===== src/hdl/tempo_delay_with_rotation_assert.svh =====
// assertion macros shared by the delay line rtl
`ifndef TEMPO_DELAY_WITH_ROTATION_ASSERT_SVH
`define TEMPO_DELAY_WITH_ROTATION_ASSERT_SVH

// same-cycle implication, checked at every rising clk outside reset
`define TDWR_ASSERT_NOW(label, ante, cons, msg) \
  label: assert property (@(posedge clk) disable iff (rst) (ante) |-> (cons)) \
    else $error(msg);

// next-cycle implication, checked at every rising clk outside reset
`define TDWR_ASSERT_NEXT(label, ante, cons, msg) \
  label: assert property (@(posedge clk) disable iff (rst) (ante) |=> (cons)) \
    else $error(msg);

`endif


===== src/hdl/tdwr_pkg.sv =====
// shared types, constants and the quarter-wave sine table of the delay line
`default_nettype none

package tdwr_pkg;

  localparam int SPQ_W = 25;
  localparam logic [SPQ_W-1:0] SPQ_RESET = 25'd6144000;
  localparam int QN_W = 16;
  localparam int IO_W = 16;
  localparam int ANG_W = 16;
  localparam int TRIG_W = 17;

  // register index, taken from paddr bit 2
  localparam logic REG_SPQ = 1'b0;

  typedef enum logic [3:0] {
    S_CLEAR,
    S_IDLE,
    S_DELAY,
    S_POS,
    S_RDL,
    S_RDR,
    S_INTR,
    S_SUMR,
    S_ROT,
    S_SAT,
    S_FB,
    S_WR
  } state_t;

  typedef struct packed {
    logic clear_wr;
    logic load_item;
    logic calc_delay;
    logic calc_pos;
    logic rd_left;
    logic rd_right;
    logic interp_left;
    logic interp_right;
    logic sum_left;
    logic sum_right;
    logic rotate;
    logic saturate;
    logic feedback;
    logic load_out;
    logic store;
  } cmd_t;

  typedef struct packed {
    logic clear_last;
    logic out_free;
  } stat_t;

  // quarter-wave sine, scale 32768; entries past the end hold the peak
  function automatic logic [15:0] quarter_sine(input logic [5:0] idx);
    logic [15:0] v;
    unique case (idx)
      6'd0:  v = 16'd0;
      6'd1:  v = 16'd1608;
      6'd2:  v = 16'd3212;
      6'd3:  v = 16'd4808;
      6'd4:  v = 16'd6393;
      6'd5:  v = 16'd7962;
      6'd6:  v = 16'd9512;
      6'd7:  v = 16'd11039;
      6'd8:  v = 16'd12540;
      6'd9:  v = 16'd14010;
      6'd10: v = 16'd15447;
      6'd11: v = 16'd16846;
      6'd12: v = 16'd18205;
      6'd13: v = 16'd19520;
      6'd14: v = 16'd20788;
      6'd15: v = 16'd22006;
      6'd16: v = 16'd23170;
      6'd17: v = 16'd24279;
      6'd18: v = 16'd25330;
      6'd19: v = 16'd26320;
      6'd20: v = 16'd27246;
      6'd21: v = 16'd28106;
      6'd22: v = 16'd28899;
      6'd23: v = 16'd29622;
      6'd24: v = 16'd30274;
      6'd25: v = 16'd30853;
      6'd26: v = 16'd31357;
      6'd27: v = 16'd31786;
      6'd28: v = 16'd32138;
      6'd29: v = 16'd32413;
      6'd30: v = 16'd32610;
      6'd31: v = 16'd32729;
      default: v = 16'd32768;
    endcase
    return v;
  endfunction

endpackage

`default_nettype wire


===== src/hdl/tdwr_ctrl.sv =====
// sequencer of the delay line: clearing pass and per-item step order
`default_nettype none
`include "tempo_delay_with_rotation_assert.svh"

module tdwr_ctrl (
  input  logic            clk,
  input  logic            rst,
  input  logic            in_valid,
  input  tdwr_pkg::stat_t status,
  output logic            in_stall,
  output tdwr_pkg::cmd_t  cmd
);

  tdwr_pkg::state_t state;
  tdwr_pkg::state_t state_next;

  always_ff @(posedge clk) begin
    if (rst) begin
      state <= tdwr_pkg::S_CLEAR;
    end else begin
      state <= state_next;
    end
  end

  always_comb begin
    state_next = state;
    cmd        = '0;
    in_stall   = 1'b1;
    unique case (state)
      tdwr_pkg::S_CLEAR: begin
        cmd.clear_wr = 1'b1;
        if (status.clear_last) begin
          state_next = tdwr_pkg::S_IDLE;
        end
      end
      tdwr_pkg::S_IDLE: begin
        in_stall = 1'b0;
        if (in_valid) begin
          cmd.load_item = 1'b1;
          state_next    = tdwr_pkg::S_DELAY;
        end
      end
      tdwr_pkg::S_DELAY: begin
        cmd.calc_delay = 1'b1;
        state_next     = tdwr_pkg::S_POS;
      end
      tdwr_pkg::S_POS: begin
        cmd.calc_pos = 1'b1;
        state_next   = tdwr_pkg::S_RDL;
      end
      tdwr_pkg::S_RDL: begin
        cmd.rd_left = 1'b1;
        state_next  = tdwr_pkg::S_RDR;
      end
      tdwr_pkg::S_RDR: begin
        cmd.rd_right    = 1'b1;
        cmd.interp_left = 1'b1;
        state_next      = tdwr_pkg::S_INTR;
      end
      tdwr_pkg::S_INTR: begin
        cmd.interp_right = 1'b1;
        cmd.sum_left     = 1'b1;
        state_next       = tdwr_pkg::S_SUMR;
      end
      tdwr_pkg::S_SUMR: begin
        cmd.sum_right = 1'b1;
        state_next    = tdwr_pkg::S_ROT;
      end
      tdwr_pkg::S_ROT: begin
        cmd.rotate = 1'b1;
        state_next = tdwr_pkg::S_SAT;
      end
      tdwr_pkg::S_SAT: begin
        cmd.saturate = 1'b1;
        state_next   = tdwr_pkg::S_FB;
      end
      tdwr_pkg::S_FB: begin
        cmd.feedback = 1'b1;
        if (status.out_free) begin
          cmd.load_out = 1'b1;
          state_next   = tdwr_pkg::S_WR;
        end
      end
      tdwr_pkg::S_WR: begin
        cmd.store  = 1'b1;
        state_next = tdwr_pkg::S_IDLE;
      end
      default: begin
        state_next = tdwr_pkg::S_IDLE;
      end
    endcase
  end

  `TDWR_ASSERT_NEXT(a_clear_holds, (state == tdwr_pkg::S_CLEAR) && !status.clear_last, state == tdwr_pkg::S_CLEAR, "clearing pass left early")
  `TDWR_ASSERT_NEXT(a_accept_starts, (state == tdwr_pkg::S_IDLE) && in_valid, state == tdwr_pkg::S_DELAY, "accepted item did not start")
  `TDWR_ASSERT_NEXT(a_fb_waits, (state == tdwr_pkg::S_FB) && !status.out_free, state == tdwr_pkg::S_FB, "result step moved on while output busy")

endmodule

`default_nettype wire


===== config.mk =====
export PLATFORM = sky130hd
export DESIGN_NAME = tdwr_ctrl
export DESIGN_NICKNAME = d
export VERILOG_FILES = /design/src/hdl/tdwr_pkg.sv /design/src/hdl/tdwr_ctrl.sv
export VERILOG_INCLUDE_DIRS = /design/src /design/src/hdl
export SDC_FILE = /design/constraint.sdc
export NUM_CORES = 1
export LEC_CHECK = 0
export ABC_AREA = 1
export BUFFER_PORTS_ARGS = -buffer_cell sky130_fd_sc_hd__clkbuf_2
export CAP_MARGIN = 20
export CELL_PAD_IN_SITES_DETAIL_PLACEMENT = 1
export CELL_PAD_IN_SITES_GLOBAL_PLACEMENT = 1
export CORE_MARGIN = 2
export CORE_UTILIZATION = 25
export CTS_CLUSTER_SIZE = 8
export DETAILED_ROUTE_END_ITERATION = 12
export GPL_TIMING_DRIVEN = 1
export PLACE_DENSITY_LB_ADDON = 0.25
export SYNTH_ARGS = -nofsm -noshare
export SYNTH_HDL_FRONTEND = slang
export SYNTH_SLANG_ARGS = --single-unit

===== constraint.sdc =====
create_clock -name clk -period 1.5 [get_ports clk]
set_clock_uncertainty 0.15 [all_clocks]
set_input_delay 0.075 -clock clk [delete_from_list [all_inputs] [get_ports clk]]
set_output_delay 0.075 -clock clk [all_outputs]
set_load 0.02 [all_outputs]

### Yosys cells after proc, flatten, opt, wreduce, memory -nomap -nowiden

Cells that the tools add are included.

* register bits: 4
* bits in latches: 0
* memory bits (writable): 0
* bits in read-only memories: 0
* input bits: 5
* word-level logic and storage cells: 36
* memories kept: 0

* add/subtract/negate cells: 0
* multipliers: 0
* div/mod/pow operators: 0
* magnitude comparators: 0
* eq/ne operators: 14
* shift operators: 0
* mux-type cells: 19
* bitwise gates (word level): 0
* reductions and logical operators: 2

Operator list (number)
* $pmux W4 S11: 1
* $eq A4 B3 Y1 const B: 4
* $eq A4 B4 Y1 const B: 4
* $mux W1: 12
* $mux W4: 3
* $eq A4 B2 Y1 const B: 2
* $mux W2: 3
* $ne A2 B2 Y1 const B: 3
* $eq A4 B1 Y1 const B: 1
* $logic_not A4 Y1: 1
* $reduce_and A3 Y1: 1

### Depth between registers and ports, before layout

Gate-level depths: netlist of run 1.

* depth after elaboration: 3
* mapped depth: 6

### Worst setup path after synthesis of run 1

Ideal clock, no wire load.

* kind: register -> output
* from: reg state[1]
* to: out cmd[7] (netlist name)
* arrival time: 1137 ps
* path slack: 138 ps
* cell stages (with the launch flop): 6
* path buffers: 1
* cells stage by stage: dfxtp_1 -> inv_1 -> nor2_1 -> inv_1 -> nor2_1 -> buf_4

RTL lines
* start: declaration: line tdwr_ctrl.sv:14 `tdwr_pkg::state_t state;`
* start signal: assignment: line tdwr_ctrl.sv:19 `state <= tdwr_pkg::S_CLEAR;`
* start signal: assignment: line tdwr_ctrl.sv:21 `state <= state_next;`
* end: declaration: line tdwr_ctrl.sv:11 `output tdwr_pkg::cmd_t cmd`

==> impl_metrics.py, run 1 <==
metrics = {
    "die": {
        "die_y_um": 40.1,
        "coreArea_um2": 1160,
        "num_rows": 12,
        "die_w_um": 40.1,
        "die_area_um2": 1610,
        "initial_core_util_pct": 28.1,
        "ios": 21,
    },
    "logic_synthesis": {
        "synth_area_um2": 325,
        "seq_area_frac_synth_pct": 24.6,
        "ys_warn_count": 0,
        "synth.distinct_cells": 13,
        "syn-num-nets": 63,
        "synth_area_per_cell_um2": 5.61,
        "synth-seq-cells": 4,
        "synth_cells": 58,
    },
    "min_path": {
        "hold_end": "state[0]",
        "hold_path.class": "in2reg",
        "hold_depth": 4,
        "hold_path.startpoint": "status[1]",
    },
    "timing": {
        "relSlewSlack_pct": 84.2,
        "finalCritPeriodShare_pct": 94.9,
        "whs_ps": 108,
        "setup_viol": 0,
        "tightest_slew_ps": 237,
        "rsz0062_at_grt": "no",
        "drv_slew": 0,
        "tns_ps": 0,
        "hold_violations": 0,
        "fmax_ghz": 0.702,
        "finalCriticalPeriod_ps": 1420,
    },
    "global_routing": {
        "grt_pass1_wl_mm": 1.39,
        "gr-total-overflow": 0,
        "grt_pass1_vias": 359,
        "grt_max_degree": 7,
        "grt_usage_pct": 13.6,
        "antenna_found_initial": 0,
    },
    "clock_network": {
        "cts_inserted_buffers": 3,
        "insertion_delay_ps": 230,
        "root_buffer": "clkbuf_4",
        "max-clock-path-buffers": 2,
        "cts_setup_buffers": 0,
        "cts_tree": "done",
        "clkTransAtPathRegs_ps": 40,
        "h-tree-depth": 1,
        "clock-sinks": 4,
    },
    "drt": {
        "wire_per_inst_um": 9.89,
        "viasPerCell": 4.37,
        "drc_errors": 0,
        "firstDrtPassIters": 2,
        "drtAntennaViolNets": 0,
        "vias": 411,
        "drtIter0Drc": 1,
        "drt-total-wl_um": 930,
    },
    "layout": {
        "syn2layout_area_growth_pct": 46.2,
        "fin_nets": 87,
        "diodes": 0,
        "largest_register": "state",
        "layout-drive-gt1-share_pct": 41.3,
        "reg_top3": "state x4",
        "largest_register_ffs": 4,
    },
    "critical_path": {
        "r2r-end": "state[0]",
        "r2r_cells": 5,
        "worst_ep_arrival_time_ps": 1200,
        "critPathCaptureType": "output port",
        "regToRegSetupSlack_ps": 380,
        "r2r-start": "state[1]",
        "startpoint_type": "flop",
        "crit_required_ps": 1270,
        "crit_fanout": 5,
        "worstSetupPathType": "reg2out",
    },
    "power_and_ir_drop": {
        "p_per_area_nw_per_um2": 1040,
        "internal_power_mw": 0.288,
        "p_sw_share_pct": 41.5,
        "irDropWorstVdd_mv": 0.538,
        "p_sw_mw": 0.205,
        "seq_power_share_pct": 29.5,
        "pwr-share-comb_pct": 44.4,
        "p_leak_nw": 0.285,
        "p_clk_share_pct": 26.1,
    },
    "flow_run": {
        "cap_violations": 0,
    },
    "placed_design": {
        "port_buffers": 20,
        "gp_congestion": 0.736,
        "dpl.hpwl_um": 768,
    },
    "run_status": {
        "status": "completed",
    },
}
[power by group through the flow]
stage / combinational (mW) / clock, mW / sequential [mW]
floorplan: 0.161 / 0 / 0.138
global placement: 0.215 / 0 / 0.141
detailed placement: 0.218 / 0 / 0.141
CTS: 0.221 / 0.135 / 0.140
global route: 0.246 / 0.143 / 0.147
finish: 0.219 / 0.129 / 0.145
[per-layer routing]
| metal | GRT usage (%) | share of wire, % | vias to the layer above |
|---|---|---|---|
| li1 | - | - | 219 |
| met1 | 14.2 | 43 | 181 |
| met2 | 24.2 | 53 | 11 |
| met3 | 3.33 | 4.3 | 0 |
| met4 | 7.76 | 0 | 0 |
| met5 | 0 | 0 | - |
[cell usage after synthesis]
cell	number	area (µm²)
a21oi_1	2	10.0
dfxtp_1	4	80.1
nand3b_2	1	11.3
inv_1	12	45.0
o211ai_1	1	7.51
nor2_2	3	18.8
nand3_2	1	10.0
nand2_1	6	22.5
buf_4	2	15.0
nand3_1	5	25.0
inv_2	1	3.75
nor2_1	19	71.3
nor3_1	1	5.00
[critical path, stage by stage, from the launching register on]
cell and delay (ps):
dfxtp_2 360, inv_2 70, nor2_4 110, inv_1 110
nor3_1 130, buf_2 190
[final cells by class]
| class | count | area [µm²] |
|---|---|---|
| Sequential cell | 4 | 85.1 |
| Timing Repair Buffer | 21 | 110 |
| Clock buffer | 3 | 22.5 |
| Multi-Input combinational cell | 39 | 191 |
| Fill cell | 182 | 681 |
| Tap cell | 14 | 17.5 |
| Inverter | 13 | 48.8 |
[cell usage in the layout, fill, tap and decap left out, drive strengths merged]
| cell | n |
|---|---|
| o211ai | 1 |
| clkbuf | 21 |
| nor3 | 1 |
| dlygate4sd3 | 1 |
| buf | 2 |
| a21oi | 2 |
| nand2 | 6 |
| nor2 | 22 |
| inv | 13 |
| nand3 | 6 |
| nand3b | 1 |
| dfxtp | 4 |
[logic make-up (layout without fill, tap and decap cells)]
logic type,count (synthesis),after routing,share of synthesized area (%)
AO/OA/AOI/OAI,3,3,5.39
buffers and inverters,15,37,19.6
flip-flops,4,4,24.6
AND/OR/NAND/NOR,36,36,50.4
[how the worst max path moves through the flow]
| stage | from | to | slack (ps) | depth (start not counted) |
|---|---|---|---|---|
| after global routing | state[3] | cmd[1] | 4 | 5 |
| after global placement | state[2] | state[0] | 290 | 5 |
| after floorplan | state[1] | cmd[7] | 140 | 5 |
| after CTS | state[1] | cmd[1] | 20 | 5 |
| after detailed placement | state[1] | cmd[1] | 270 | 5 |
| final | state[3] | cmd[1] | 80 | 5 |
[per-stage QoR]
stage / utilization (%) / worst slack [ps] / total power [mW] / instances / cell area, µm²
2_1_floorplan: - / 138 / 0.299 / 58 / 325
3_3_place_gp: 37.0 / 285 / 0.356 / 90 / 428
3_5_place_dp: 37.0 / 267 / 0.359 / 90 / 428
4_1_cts: 39.8 / 17.0 / 0.496 / 94 / 460
5_1_grt: 41.1 / 4.35 / 0.537 / 94 / 475
6_report: 41.1 / 76.4 / 0.493 / 94 / 475
[repair_timing]
item                                   in CTS  in global routing
gates resized for setup                     0                  8
setup endpoints to repair                   0                 12
endpoints found under the hold margin       2                  0
hold buffers                                1                  0
Note: power is estimated with default switching activity, not from simulation.
==> run 2, diff against run 1 <==
--- a/config.mk
+++ b/config.mk
@@ -11,12 +11,12 @@
 export CAP_MARGIN = 20
 export CELL_PAD_IN_SITES_DETAIL_PLACEMENT = 1
 export CELL_PAD_IN_SITES_GLOBAL_PLACEMENT = 1
-export CORE_MARGIN = 2
+export CORE_MARGIN = 3
 export CORE_UTILIZATION = 25
 export CTS_CLUSTER_SIZE = 8
 export DETAILED_ROUTE_END_ITERATION = 12
 export GPL_TIMING_DRIVEN = 1
-export PLACE_DENSITY_LB_ADDON = 0.25
+export PLACE_DENSITY = 0.81
 export SYNTH_ARGS = -nofsm -noshare
 export SYNTH_HDL_FRONTEND = slang
 export SYNTH_SLANG_ARGS = --single-unit
==> impl_metrics.py, run 2 (same netlist as run 1, synthesis figures left out) <==
metrics = {
    "critical_path": {
        "crit_required_ps": 1270,
        "worstSetupPathType": "reg2out",
        "worst_ep_arrival_time_ps": 1170,
        "startpoint_type": "flop",
        "critPathCaptureType": "output port",
        "crit_fanout": 4,
    },
    "timing": {
        "finalCriticalPeriod_ps": 1400,
        "tightest_slew_ps": 186,
        "relSlewSlack_pct": 87.5,
        "setup_viol": 0,
        "fmax_ghz": 0.715,
        "finalCritPeriodShare_pct": 93.3,
        "drv_slew": 0,
        "hold_violations": 0,
    },
    "layout": {
        "final_cell_count_no_fill": 94,
        "multiInputGateArea_um2": 196,
        "nFillCells": 175,
        "seqCellArea_um2": 85.1,
        "reg_top3": "state x4",
        "layout_common_cells": "clkbuf_2 (18), nor2_1 (17), inv_1 (11)",
        "final_common_cell": "clkbuf_2",
        "layout-drive-gt1-share_pct": 46.3,
        "largest_register_ffs": 4,
        "largest_register": "state",
        "syn2layout_area_growth_pct": 49.2,
        "diodes": 0,
        "fin_nets": 87,
    },
    "clock_network": {
        "insertion_delay_ps": 230,
        "h-tree-depth": 1,
        "clkTransAtPathRegs_ps": 30,
        "cts_tree": "done",
        "cts_inserted_buffers": 3,
        "root_buffer": "clkbuf_4",
        "max-clock-path-buffers": 2,
        "clock-sinks": 4,
    },
    "drt": {
        "drtIter0Drc": 1,
        "drc_errors": 0,
        "firstDrtPassIters": 2,
        "drt-total-wl_um": 892,
        "vias": 406,
        "wire_per_inst_um": 9.49,
        "viasPerCell": 4.32,
        "drtAntennaViolNets": 0,
    },
    "die": {
        "die_area_um2": 1770,
        "ios": 21,
        "num_rows": 12,
        "initial_core_util_pct": 28.1,
        "die_w_um": 42.1,
        "die_y_um": 42.1,
        "coreArea_um2": 1160,
    },
    "global_routing": {
        "grt_usage_pct": 11.7,
        "grt_pass1_wl_mm": 1.65,
        "grt_max_degree": 7,
        "gr-total-overflow": 0,
        "antenna_found_initial": 0,
        "grt_pass1_vias": 419,
    },
    "min_path": {
        "hold_path.class": "in2reg",
    },
    "power_and_ir_drop": {
        "p_per_area_nw_per_um2": 1020,
        "p_leak_nw": 0.285,
        "irDropWorstVdd_mv": 0.430,
        "finalPower_mw": 0.497,
    },
    "placed_design": {
        "gp_congestion": 0.782,
        "dpl.hpwl_um": 809,
        "dp_cells": 90,
        "port_buffers": 20,
    },
    "flow_run": {
        "cap_violations": 0,
    },
    "run_status": {
        "status": "completed",
    },
}
==> run 2: cell count changes in the layout (fill, tap and decap cells not counted), sizes merged <==
cell and change:
clkbuf +1, buf -1
==> run 2: critical path, stage by stage (launching register included) <==
cell	delay [ps]
dfxtp_2	350
inv_1	70
nor2_2	90
inv_1	90
nor3_2	160
clkbuf_4	190
==> run 2: cell type report <==
| cell class | instances | share of cell area, % |
|---|---|---|
| repair buffers | 21 | 23.7 |
| inverters | 13 | 10.1 |
| well taps | 14 | 3.61 |
| clock buffers | 3 | 4.64 |
| flip-flops and latches | 4 | 17.5 |
| multi-input cells | 39 | 40.5 |
==> run 2: per-layer routing <==
metal	global-route usage [%]	wire, µm	vias up
met5	0	0	-
met4	5.59	0	0
met3	3.43	79	0
met2	20.1	465	15
met1	13.2	348	175
li1	-	-	216
==> run 2: power by group <==
group | switching, mW | internal (mW)
clock | 0.0367 | 0.0890
sequential | 0.0217 | 0.126
combinational | 0.148 | 0.0761
total | 0.206 | 0.291
==> run 2: through the flow <==
| stage | utilization, % | hold WS [ps] | setup slack, ps | setup TNS, ps | area [µm²] |
|---|---|---|---|---|---|
| global placement | 37.0 | 119 | 249 | 0 | 428 |
| global route | 42.0 | 143 | -34.7 | -37.6 | 485 |
| detailed placement | 37.0 | 124 | 226 | 0 | 428 |
| floorplan | - | -5.93 | 138 | 0 | 325 |
| CTS | 40.3 | 111 | 25.0 | 0 | 465 |
| finish | 42.0 | 109 | 100 | 0 | 485 |
==> run 2: final timing paths <==
| path | cells after the start | end | slack (ps) | from |
|---|---|---|---|---|
| worst max register to register | 6 | state[1] | 370 | state[3] |
| worst max-delay path | 5 | cmd[1] | 100 | state[1] |
| worst min-delay path | 4 | state[0] | 110 | status[1] |
| worst min register to register | 2 | state[2] | 380 | state[2] |
==> run 2: timing repair <==
item | in CTS | in global routing
resized for setup | 3 | 9
endpoints found under the hold margin | 2 | 0
buffers inserted | 0 | 0
hold buffers | 1 | 0
setup endpoints to repair | 1 | 9
